`src/sv/bmlz_pkg.sv`:
```
// ---------------------------------------------------------------------------
// bmlz_pkg: shared types and constants of the bit-flag LZ decompressor
// Holds the grammar phases, the core state codes and the stream widths.
// ---------------------------------------------------------------------------
package bmlz_pkg;

  localparam int unsigned WinDepth  = 4096;
  localparam int unsigned WinAw     = $clog2(WinDepth);
  localparam int unsigned LaneBytes = 8;
  localparam int unsigned LaneW     = LaneBytes * 8;
  localparam int unsigned CntW      = 4;
  localparam int unsigned LimW      = 24;
  localparam logic [LimW-1:0] LimMax = '1;

  // Configuration register indexes.
  localparam logic [1:0] CfgInLimit  = 2'd0;
  localparam logic [1:0] CfgOutLimit = 2'd1;

  // Grammar position of the decoder.
  typedef enum logic [4:0] {
    PH_SKIP1    = 5'd0,
    PH_SKIP2    = 5'd1,
    PH_TOP      = 5'd2,
    PH_LITBYTE  = 5'd3,
    PH_B2       = 5'd4,
    PH_LENA     = 5'd5,
    PH_LENB     = 5'd6,
    PH_LENC     = 5'd7,
    PH_RUN1     = 5'd8,
    PH_RUN2     = 5'd9,
    PH_RUN3     = 5'd10,
    PH_RUN4     = 5'd11,
    PH_RUNBYTE  = 5'd12,
    PH_B3       = 5'd13,
    PH_B4       = 5'd14,
    PH_SHORTOFF = 5'd15,
    PH_LONGLEN  = 5'd16,
    PH_ENDBIT   = 5'd17,
    PH_OFF1     = 5'd18,
    PH_OFF2     = 5'd19,
    PH_OFF3     = 5'd20,
    PH_OFF4     = 5'd21,
    PH_OFF5     = 5'd22,
    PH_OFF6     = 5'd23,
    PH_OFF7     = 5'd24,
    PH_OFFLOW   = 5'd25,
    PH_DONE     = 5'd26
  } phase_e;

  // Sequencer state of the back end.
  typedef enum logic [2:0] {
    ST_IDLE = 3'd0,
    ST_RUN  = 3'd1,
    ST_CRD  = 3'd2,
    ST_CWR  = 3'd3,
    ST_END  = 3'd4
  } state_e;

  // One queued request from the front end.
  typedef struct packed {
    logic       start;
    logic [7:0] data;
  } item_t;

endpackage

```
`src/sv/bmlz_front.sv`:
```
// ---------------------------------------------------------------------------
// bmlz_front: input queue of the decompressor
// Accepts compressed bytes into a two-entry queue for the decoder.
// ---------------------------------------------------------------------------
module bmlz_front (
  input  logic            clk_i,
  input  logic            rst_ni,
  input  logic            in_valid_i,
  output logic            in_ready_o,
  input  bmlz_pkg::item_t in_item_i,
  output logic            out_valid_o,
  input  logic            out_pop_i,
  output bmlz_pkg::item_t out_item_o
);

  bmlz_pkg::item_t buf_q [2];
  logic       rd_q, rd_d;
  logic       wr_q, wr_d;
  logic [1:0] cnt_q, cnt_d;
  logic       push;

  assign in_ready_o  = (cnt_q != 2'd2);
  assign push        = in_valid_i && in_ready_o;
  assign out_valid_o = (cnt_q != 2'd0);
  assign out_item_o  = buf_q[rd_q];

  // Pointer and fill count update.
  always_comb begin
    rd_d  = rd_q;
    wr_d  = wr_q;
    cnt_d = cnt_q;
    if (push) begin
      wr_d = ~wr_q;
    end
    if (out_pop_i) begin
      rd_d = ~rd_q;
    end
    if (push && !out_pop_i) begin
      cnt_d = cnt_q + 2'd1;
    end else if (!push && out_pop_i) begin
      cnt_d = cnt_q - 2'd1;
    end
  end

  always_ff @(posedge clk_i or negedge rst_ni) begin
    if (!rst_ni) begin
      rd_q  <= 1'b0;
      wr_q  <= 1'b0;
      cnt_q <= 2'd0;
    end else begin
      rd_q  <= rd_d;
      wr_q  <= wr_d;
      cnt_q <= cnt_d;
    end
  end

  // Queue storage.
  always_ff @(posedge clk_i) begin
    if (push) begin
      buf_q[wr_q] <= in_item_i;
    end
  end

endmodule

```
`config.mk`:
```
export PLATFORM = sky130hd
export DESIGN_NAME = bmlz_front
export DESIGN_NICKNAME = d
export VERILOG_FILES = /design/src/sv/bmlz_pkg.sv /design/src/sv/bmlz_front.sv
export SDC_FILE = /design/constraint.sdc
export NUM_CORES = 1
export LEC_CHECK = 0
export ABC_CLOCK_PERIOD_IN_PS = 1600
export BUFFER_PORTS_ARGS = -buffer_cell sky130_fd_sc_hd__buf_2
export CORE_AREA = 2 2 48 45
export DETAILED_ROUTE_END_ITERATION = 7
export DIE_AREA = 0 0 50 47
export PLACE_DENSITY = 0.72
export RECOVER_POWER = 50
export REMOVE_ABC_BUFFERS = 1
export SYNTH_ARGS = -nofsm -noshare
export SYNTH_HDL_FRONTEND = slang
export SYNTH_SLANG_ARGS = --single-unit
```
`constraint.sdc`:
```
create_clock -name clk_i -period 1.6 [get_ports clk_i]
set_input_delay 0.16 -clock clk_i [delete_from_list [all_inputs] [get_ports clk_i]]
set_output_delay 0.16 -clock clk_i [all_outputs]
set_load 0.02 [all_outputs]
```
After elaboration in Yosys (flattened, before gate mapping)
Memory sizes are Yosys's and may differ from the RTL's. Cells that the tools add are included.

Add/subtract/negate cells: 2. Multipliers: 0. Div/mod/pow operators: 0. Magnitude comparators: 0. Eq/ne operators: 1. Shift operators: 0. Muxes and demuxes: 4. Bitwise operators: 2. Reductions and logical operators: 7.

Operator list (number): $mux 2 (2); $reduce_bool 2->1 (2); $logic_and 1x1->1 (3); $add 2x1->2 const B (1); $logic_not 1->1 (2); $mux 1 (2); $ne 2x2->1 const B (1); $not 1->1 (2); $sub 2x1->2 const B (1).

Flip-flop bits (word level): 4. Latch bits: 0. Memory bits (writable): 18. Memory bits (read-only): 0. Bits of input ports: 13. Output and inout port bits: 11. Logic and storage cells: 20. Memories kept: 1.

Memory list: buf_q (words 2, width 9, read ports 1, clocked after Yosys merged registers in 0, wr ports 1, RTL line bmlz_front.sv:16) `bmlz_pkg::item_t buf_q [2];`.

Depth between registers and ports, before layout
Gate-level depths: netlist of the first run.

Depth in word-level cells: 6. Mapped depth: 7. Gate-level depth less buffers: 7.

Worst setup path before layout of the first run
OpenSTA, ideal clock, no wires.

Path type: register -> register. From: register cnt_q[0]. To: memory buf_q[0][0] in the netlist's numbering, enable pin. Library setup time: 374 ps. Arrival: 1047 ps. Data required time: 1226 ps. Path slack: 179 ps. Stages on the path, launching flop included: 4. Buffers on the path: 0. Clock period less this slack: 1421 ps. Cell sequence: dfrtp_1 -> nand2b_4 -> nand2_4 -> nor2_1.

Word-level cells in the longest chain between the ends: 4.

Ends and longest elaborated chain: from (decl) (RTL line bmlz_front.sv:19) `logic [1:0] cnt_q, cnt_d;`; from (signal assigned) (RTL line bmlz_front.sv:53) `cnt_q <= cnt_d;`; $ne 2x2->1 (RTL line bmlz_front.sv:22) `assign in_ready_o = (cnt_q != 2'd2);`; named net in_ready_o (RTL line bmlz_front.sv:9) `output logic in_ready_o,`; $logic_and 1x1->1 (RTL line bmlz_front.sv:23) `assign push = in_valid_i && in_ready_o;`; $mux 1 (RTL line bmlz_front.sv:59) `if (push) begin`; $mux 1 (not written as such) (RTL line bmlz_front.sv:60) `buf_q[wr_q] <= in_item_i;`; to (decl) (RTL line bmlz_front.sv:16).

The timed path passes the listed nets, and every way through them passes these cells.

==> run_results.csv, run 1 <==
group,metric,value,unit
routing,drt_first_pass_iters,3,
global_routing,grt_util_all_layers,11.5,%
routing,drcViolationCount,0,
final_layout,nNetsFinal,90,
synth,ys_types,13,
final_layout,n_fill_cell,160,
synth,ys.flop_type,"edfxtp_1",
final_layout,syn_to_final_growth,21.0,%
synth,yosysSeqAreaShare,74.3,%
run,maxCapViolCount,0,
timing,period_share,93.5,%
clocking,clockBufferDepth,2,
floorplanning,dieArea,0.00235,sq mm
routing,wl_per_cell,11.7,um
timing,slew_violations,0,
timing,tightest_slew,0.436,ns
final_layout,fin_area,0.00104,sq mm
timing,setup_tns,0,ns
synth,netlist.area_leader.share,62.7,%
place,io_buffers,23,
final_layout,n_antenna_cell,0,
routing,vias_per_cell,4.58,
setup_path,end_kind,"primary output",
pwr,p_leak,0.422,nW
floorplanning,die_w,50,um
synth,synth_cells,46,
global_routing,grt_pass1_wl,1840,um
setup_path,worstSetupPathType,"reg2out",
global_routing,globalRouteOverflowTotal,0,
min_path,holdCritStartpoint,"out_pop_i",
setup_path,crit_fanout,10,
clocking,htreeDepth,1,
setup_path,cp-start-kind,"register",
synth,syn_avg_cell_area,18.7,sq um
clocking,cts_root_buf,"clkbuf_4",
timing,fmax,668,MHz
synth,yosys.cell_count.top_type,"edfxtp_1",
setup_path,reg2reg_from,"cnt_q[0]",
timing,finClkSkew,0.00434,ns
pwr,ir_drop,0.925,mV
pwr,p_per_area,1750,mW/mm^2
routing,drt-initial-drc-count,4,
floorplanning,die_h,47,um
final_layout,ff_latch_area,642,sq um
global_routing,grt_max_degree,13,
min_path,hold_class,"in2reg",
final_layout,final_layout_size_suffix_gt1_share,50.7,%
routing,num_vias,458,
floorplanning,rows,15,
synth,synth_area_leaders,"edfxtp_1 (63%), mux2_2 (12%), dfrtp_1 (12%)",
timing,hold_violations,0,
floorplanning,core,0.00186,sq mm
setup_path,crit_path_start,"rd_q",
setup_path,cp.required,1.44,ns
timing,period_minus_slack,1.50,ns
routing,drtAntennaViolNets,0,
clocking,tritoncts,"built",
clocking,cts-buffers-inserted,3,
run_status,outcome,"complete, no violations",
place,postPlaceCellArea,0.00101,sq mm
floorplanning,ioPinCount,24,
place,dp_hpwl,886,um
clocking,clock_sinks,22,
synth,synth_commonest_cells,"edfxtp_1 (18), mux2_2 (9), dfrtp_1 (4)",
routing,routed_wl,1170,um
final_layout,multiInputGateArea,203,sq um
synth,yosysWarnings,0,
place,place_congestion,0.670,
timing,rsz0062_at_grt,"no",
synth,yosys.area.top_type,"edfxtp_1",
clocking,clock_latency,0.29,ns
synth,synthesis.area,862,sq um
synth,ys_ff_latch,22,
setup_path,cp_data_arrival_time,1.34,ns
synth,synth_edf_count,18,
timing,finalSetupViolCount,0,
global_routing,grt_pass1_vias,406,
clocking,clk_pin_slew,0.11,ns
timing,max_slew_margin,71.0,%
floorplanning,start_util,46.4,%
global_routing,antenna_found_initial,0,
synth,ys_async_sr_fraction,18.2,%
## sequential cells by signal, summed over array words and instances, names as in the netlist
name / flops
buf_q: 18
rd_q: 1
cnt_q: 2
wr_q: 1
## layout by cell type (no fill, tap or decap)
cell,instances
nor2_1,2
nand2b_4,1
dfrtp_1,3
clkbuf_1,3
dfrtp_2,1
xnor2_1,2
buf_2,21
edfxtp_1,18
nand2_4,1
dlygate4sd3_1,1
ha_1,1
buf_4,1
clkinv_1,1
inv_1,2
and3_1,1
xor2_1,3
clkbuf_4,3
mux2_2,9
or2_2,1
## where the power goes
group | switching, W | internal, W
combinational | 0.000361 | 0.000313
sequential | 0.000111 | 0.000799
clock | 0.000148 | 0.0000906
total | 0.000621 | 0.00120
## kinds of logic (layout without fill, tap and decap cells)
logic type	after synthesis	in the layout	share of synthesized area (%)
multiplexers	9	9	11.8
buffers and inverters	3	32	2.18
AND/OR/NAND/NOR	6	6	5.23
flip-flops	22	22	74.3
XOR/XNOR	5	5	5.08
adder cells (fa/ha/maj)	1	1	1.45
## worst max-delay path, cell delays in order (launching register included)
cell	delay [ns]
dfrtp_2	0.52
mux2_2	0.37
buf_2	0.16
## area by class of cell
cell class              count  area share [%]
repair buffers             26            12.8
multi-input cells          21            19.4
inverters                   2           0.719
clock buffers               3            2.16
flip-flops and latches     22            61.5
clock inverters             1           0.360
well taps                  25            3.00
## per-stage QoR
step	instances	power [W]	hold slack [ns]	util [%]	setup WS, ns
floorplan	45	0.00139	-0.136	-	0.179
global route	100	0.00194	0.0137	56.2	0.0249
detailed placement	95	0.00162	-0.0284	54.5	0.222
global placement	95	0.00160	-0.0279	54.5	0.248
finish	100	0.00182	0.0369	56.2	0.103
CTS	100	0.00186	0.0267	56.5	0.0760
## path summary, 6_finish.rpt
kind	end	slack (ns)	cells after the start
min	rd_q	0.04	2
min in group asynchronous	cnt_q[0]	0.21	2
max reg2reg	cnt_q[1]	0.22	6
max	out_item_o[8]	0.10	2
min reg2reg	wr_q	0.51	1
max in group asynchronous	rd_q	1.18	2
## timing repair
item                                    CTS  global route
gates resized for setup                   1             0
endpoints found under the hold margin     4             0
endpoints found under the setup margin    9             0
buffers inserted                          0             0
hold buffers                              1             0
## routing by layer
metal,GRT usage (%),routed length (um),up-vias
li1,-,-,222
met1,13.5,497,221
met2,17.1,589,13
met3,5.10,67,2
met4,8.33,18,0
met5,0,0,-
Note: power is estimated with default switching activity, not from simulation.
==> run 2, diff against run 1 <==
Settings changed: CORE_AREA 2 2 48 45 to 2 2 46 44, CTS_BUF_LIST set to sky130_fd_sc_hd__clkbuf_2, DIE_AREA 0 0 50 47 to 0 0 48 46, PLACE_DENSITY 0.72 to 0.76.
==> run 2 against run 1 <==
Wire length rose by 20%. Non-clock buffer count rose by 12. Sequential share of layout area fell by 6.9 points. Critical path type unchanged. First-iteration DRC count rose to 3.0 times the previous value. Global-route usage rose by 1.1 points.
==> run_results.csv, run 2 (same netlist as run 1, synthesis figures left out) <==
group,metric,value,unit
place,io_buffers,23,
setup_path,worstSetupPathType,"reg2out",
floorplanning,dieArea,0.00221,sq mm
floorplanning,start_util,48.4,%
routing,num_vias,511,
place,dpl.cell_count,95,
setup_path,reg2reg_from,"cnt_q[0]",
routing,wl_per_cell,12.6,um
setup_path,cp_data_arrival_time,1.35,ns
setup_path,cp-start-kind,"register",
final_layout,final_layout_size_suffix_gt1_share,43.7,%
routing,drt-initial-drc-count,12,
global_routing,antenna_found_initial,0,
timing,hold_violations,0,
final_layout,fin_cells,112,
global_routing,grt_pass1_vias,427,
place,dp_slack,0.225,ns
final_layout,layout_common_cells,"edfxtp_1 (18), buf_2 (17), dlygate4sd3_1 (11)",
place,dp_hpwl,899,um
routing,drtAntennaViolNets,0,
setup_path,crit_fanout,5,
floorplanning,die_h,46,um
global_routing,grt_util_all_layers,12.5,%
clocking,cts-buffers-inserted,3,
min_path,hold_depth,3,
global_routing,grt_pass1_wl,1770,um
final_layout,nNetsFinal,102,
floorplanning,rows,15,
timing,finalSetupViolCount,0,
setup_path,r2r-end,"cnt_q[1]",
clocking,clock_latency,0.32,ns
pwr,p_per_area,1740,mW/mm^2
timing,period_minus_slack,1.51,ns
global_routing,globalRouteOverflowTotal,0,
setup_path,r2r_slack,0.21,ns
routing,routed_wl,1410,um
timing,slew_violations,0,
clocking,tritoncts,"built",
setup_path,reg2reg_depth,6,
timing,tightest_slew,0.414,ns
timing,setup_ws,0.0877,ns
min_path,holdPathEnd,"wr_q",
clocking,clock_sinks,22,
final_layout,reg_top3,"buf_q (18), cnt_q (2)",
clocking,cts_root_buf,"clkbuf_2",
floorplanning,die_w,48,um
pwr,p_leak,0.477,nW
pwr,ir_drop,1.09,mV
timing,max_slew_margin,72.4,%
routing,drcViolationCount,0,
timing,period_share,94.5,%
clocking,clk_pin_slew,0.18,ns
timing,fmax,661,MHz
routing,vias_per_cell,4.56,
floorplanning,core,0.00178,sq mm
final_layout,final_common_cell,"edfxtp_1",
clocking,clockBufferDepth,2,
floorplanning,ioPinCount,24,
min_path,hold_class,"in2reg",
min_path,holdCritStartpoint,"in_valid_i",
final_layout,syn_to_final_growth,36.4,%
clocking,htreeDepth,1,
timing,finClkSkew,0.0130,ns
setup_path,cp.required,1.44,ns
final_layout,regMostFlops,"buf_q",
routing,drt_first_pass_iters,6,
run,maxCapViolCount,0,
setup_path,end_kind,"primary output",
run_status,outcome,"complete, no violations",
final_layout,largest_reg_flops,18,
final_layout,n_antenna_cell,0,
place,place_congestion,0.682,
global_routing,grt_max_degree,14,
[run 2: cell types whose count changed in the layout (fill, tap and decap cells not counted), sizes merged]
cell	previous run	this run
dlygate4sd3	1	11
clkbuf	6	9
buf	22	21
bufinv	0	1
clkinv	1	0
[run 2: power breakdown]
part,total [W],switching [W],internal [W]
Combinational,0.000799,0.000432,0.000368
Clock,0.000375,0.000159,0.000216
Sequential,0.000869,0.0000718,0.000798
Total,0.00204,0.000663,0.00138
[run 2: worst max-delay path by stage]
stage / endpoint / depth (start not counted) / startpoint
floorplan: buf_q[0][0] / 3 / cnt_q[0]
global placement: buf_q[1][4] / 2 / cnt_q[0]
detailed placement: cnt_q[1] / 6 / cnt_q[0]
CTS: out_item_o[7] / 2 / rd_q
global route: out_item_o[8] / 3 / rd_q
finish: out_item_o[7] / 3 / rd_q
[run 2: cell type report]
cell class | instances | area (sq um)
sequential | 22 | 642
timing repair buffer | 38 | 248
clock buffer | 3 | 15.0
multi-input combinational | 21 | 203
fill | 145 | 607
clock inverter | 1 | 30.0
inverter | 2 | 7.51
tap | 25 | 31.3
[run 2: through the flow]
stage	power (W)	hold slack, ns	util [%]	area, sq um	TNS, ns
after floorplan	0.00139	-0.136	-	851	0
after global placement	0.00160	-0.0292	56.8	1010	0
after detailed placement	0.00162	-0.0286	56.8	1010	0
after CTS	0.00200	0.00000608	59.9	1070	0
after global routing	0.00216	0.0708	66.0	1180	-0.0927
final	0.00204	0.110	66.0	1180	0
[run 2: metal layers]
| layer | global-route usage (%) | vias to the layer above | wire length [um] |
|---|---|---|---|
| met1 | 14.7 | 242 | 609 |
| met2 | 18.9 | 18 | 735 |
| met5 | 0 | - | 0 |
| li1 | - | 249 | - |
| met3 | 4.76 | 2 | 46 |
| met4 | 8.11 | 0 | 17 |
[run 2: worst max-delay path: stages (launching register included)]
cell	delay, ns
dfrtp_2	0.40
buf_4	0.15
mux2_2	0.34
buf_2	0.16
[run 2: repair_timing]
| item | in CTS | in global routing |
|---|---|---|
| pin swaps | 0 | 0 |
| hold buffers | 1 | 10 |
| setup buffers | 0 | 2 |
| gates resized for setup | 1 | 2 |
| setup endpoints to repair | 9 | 9 |
| hold endpoints to repair | 4 | 19 |
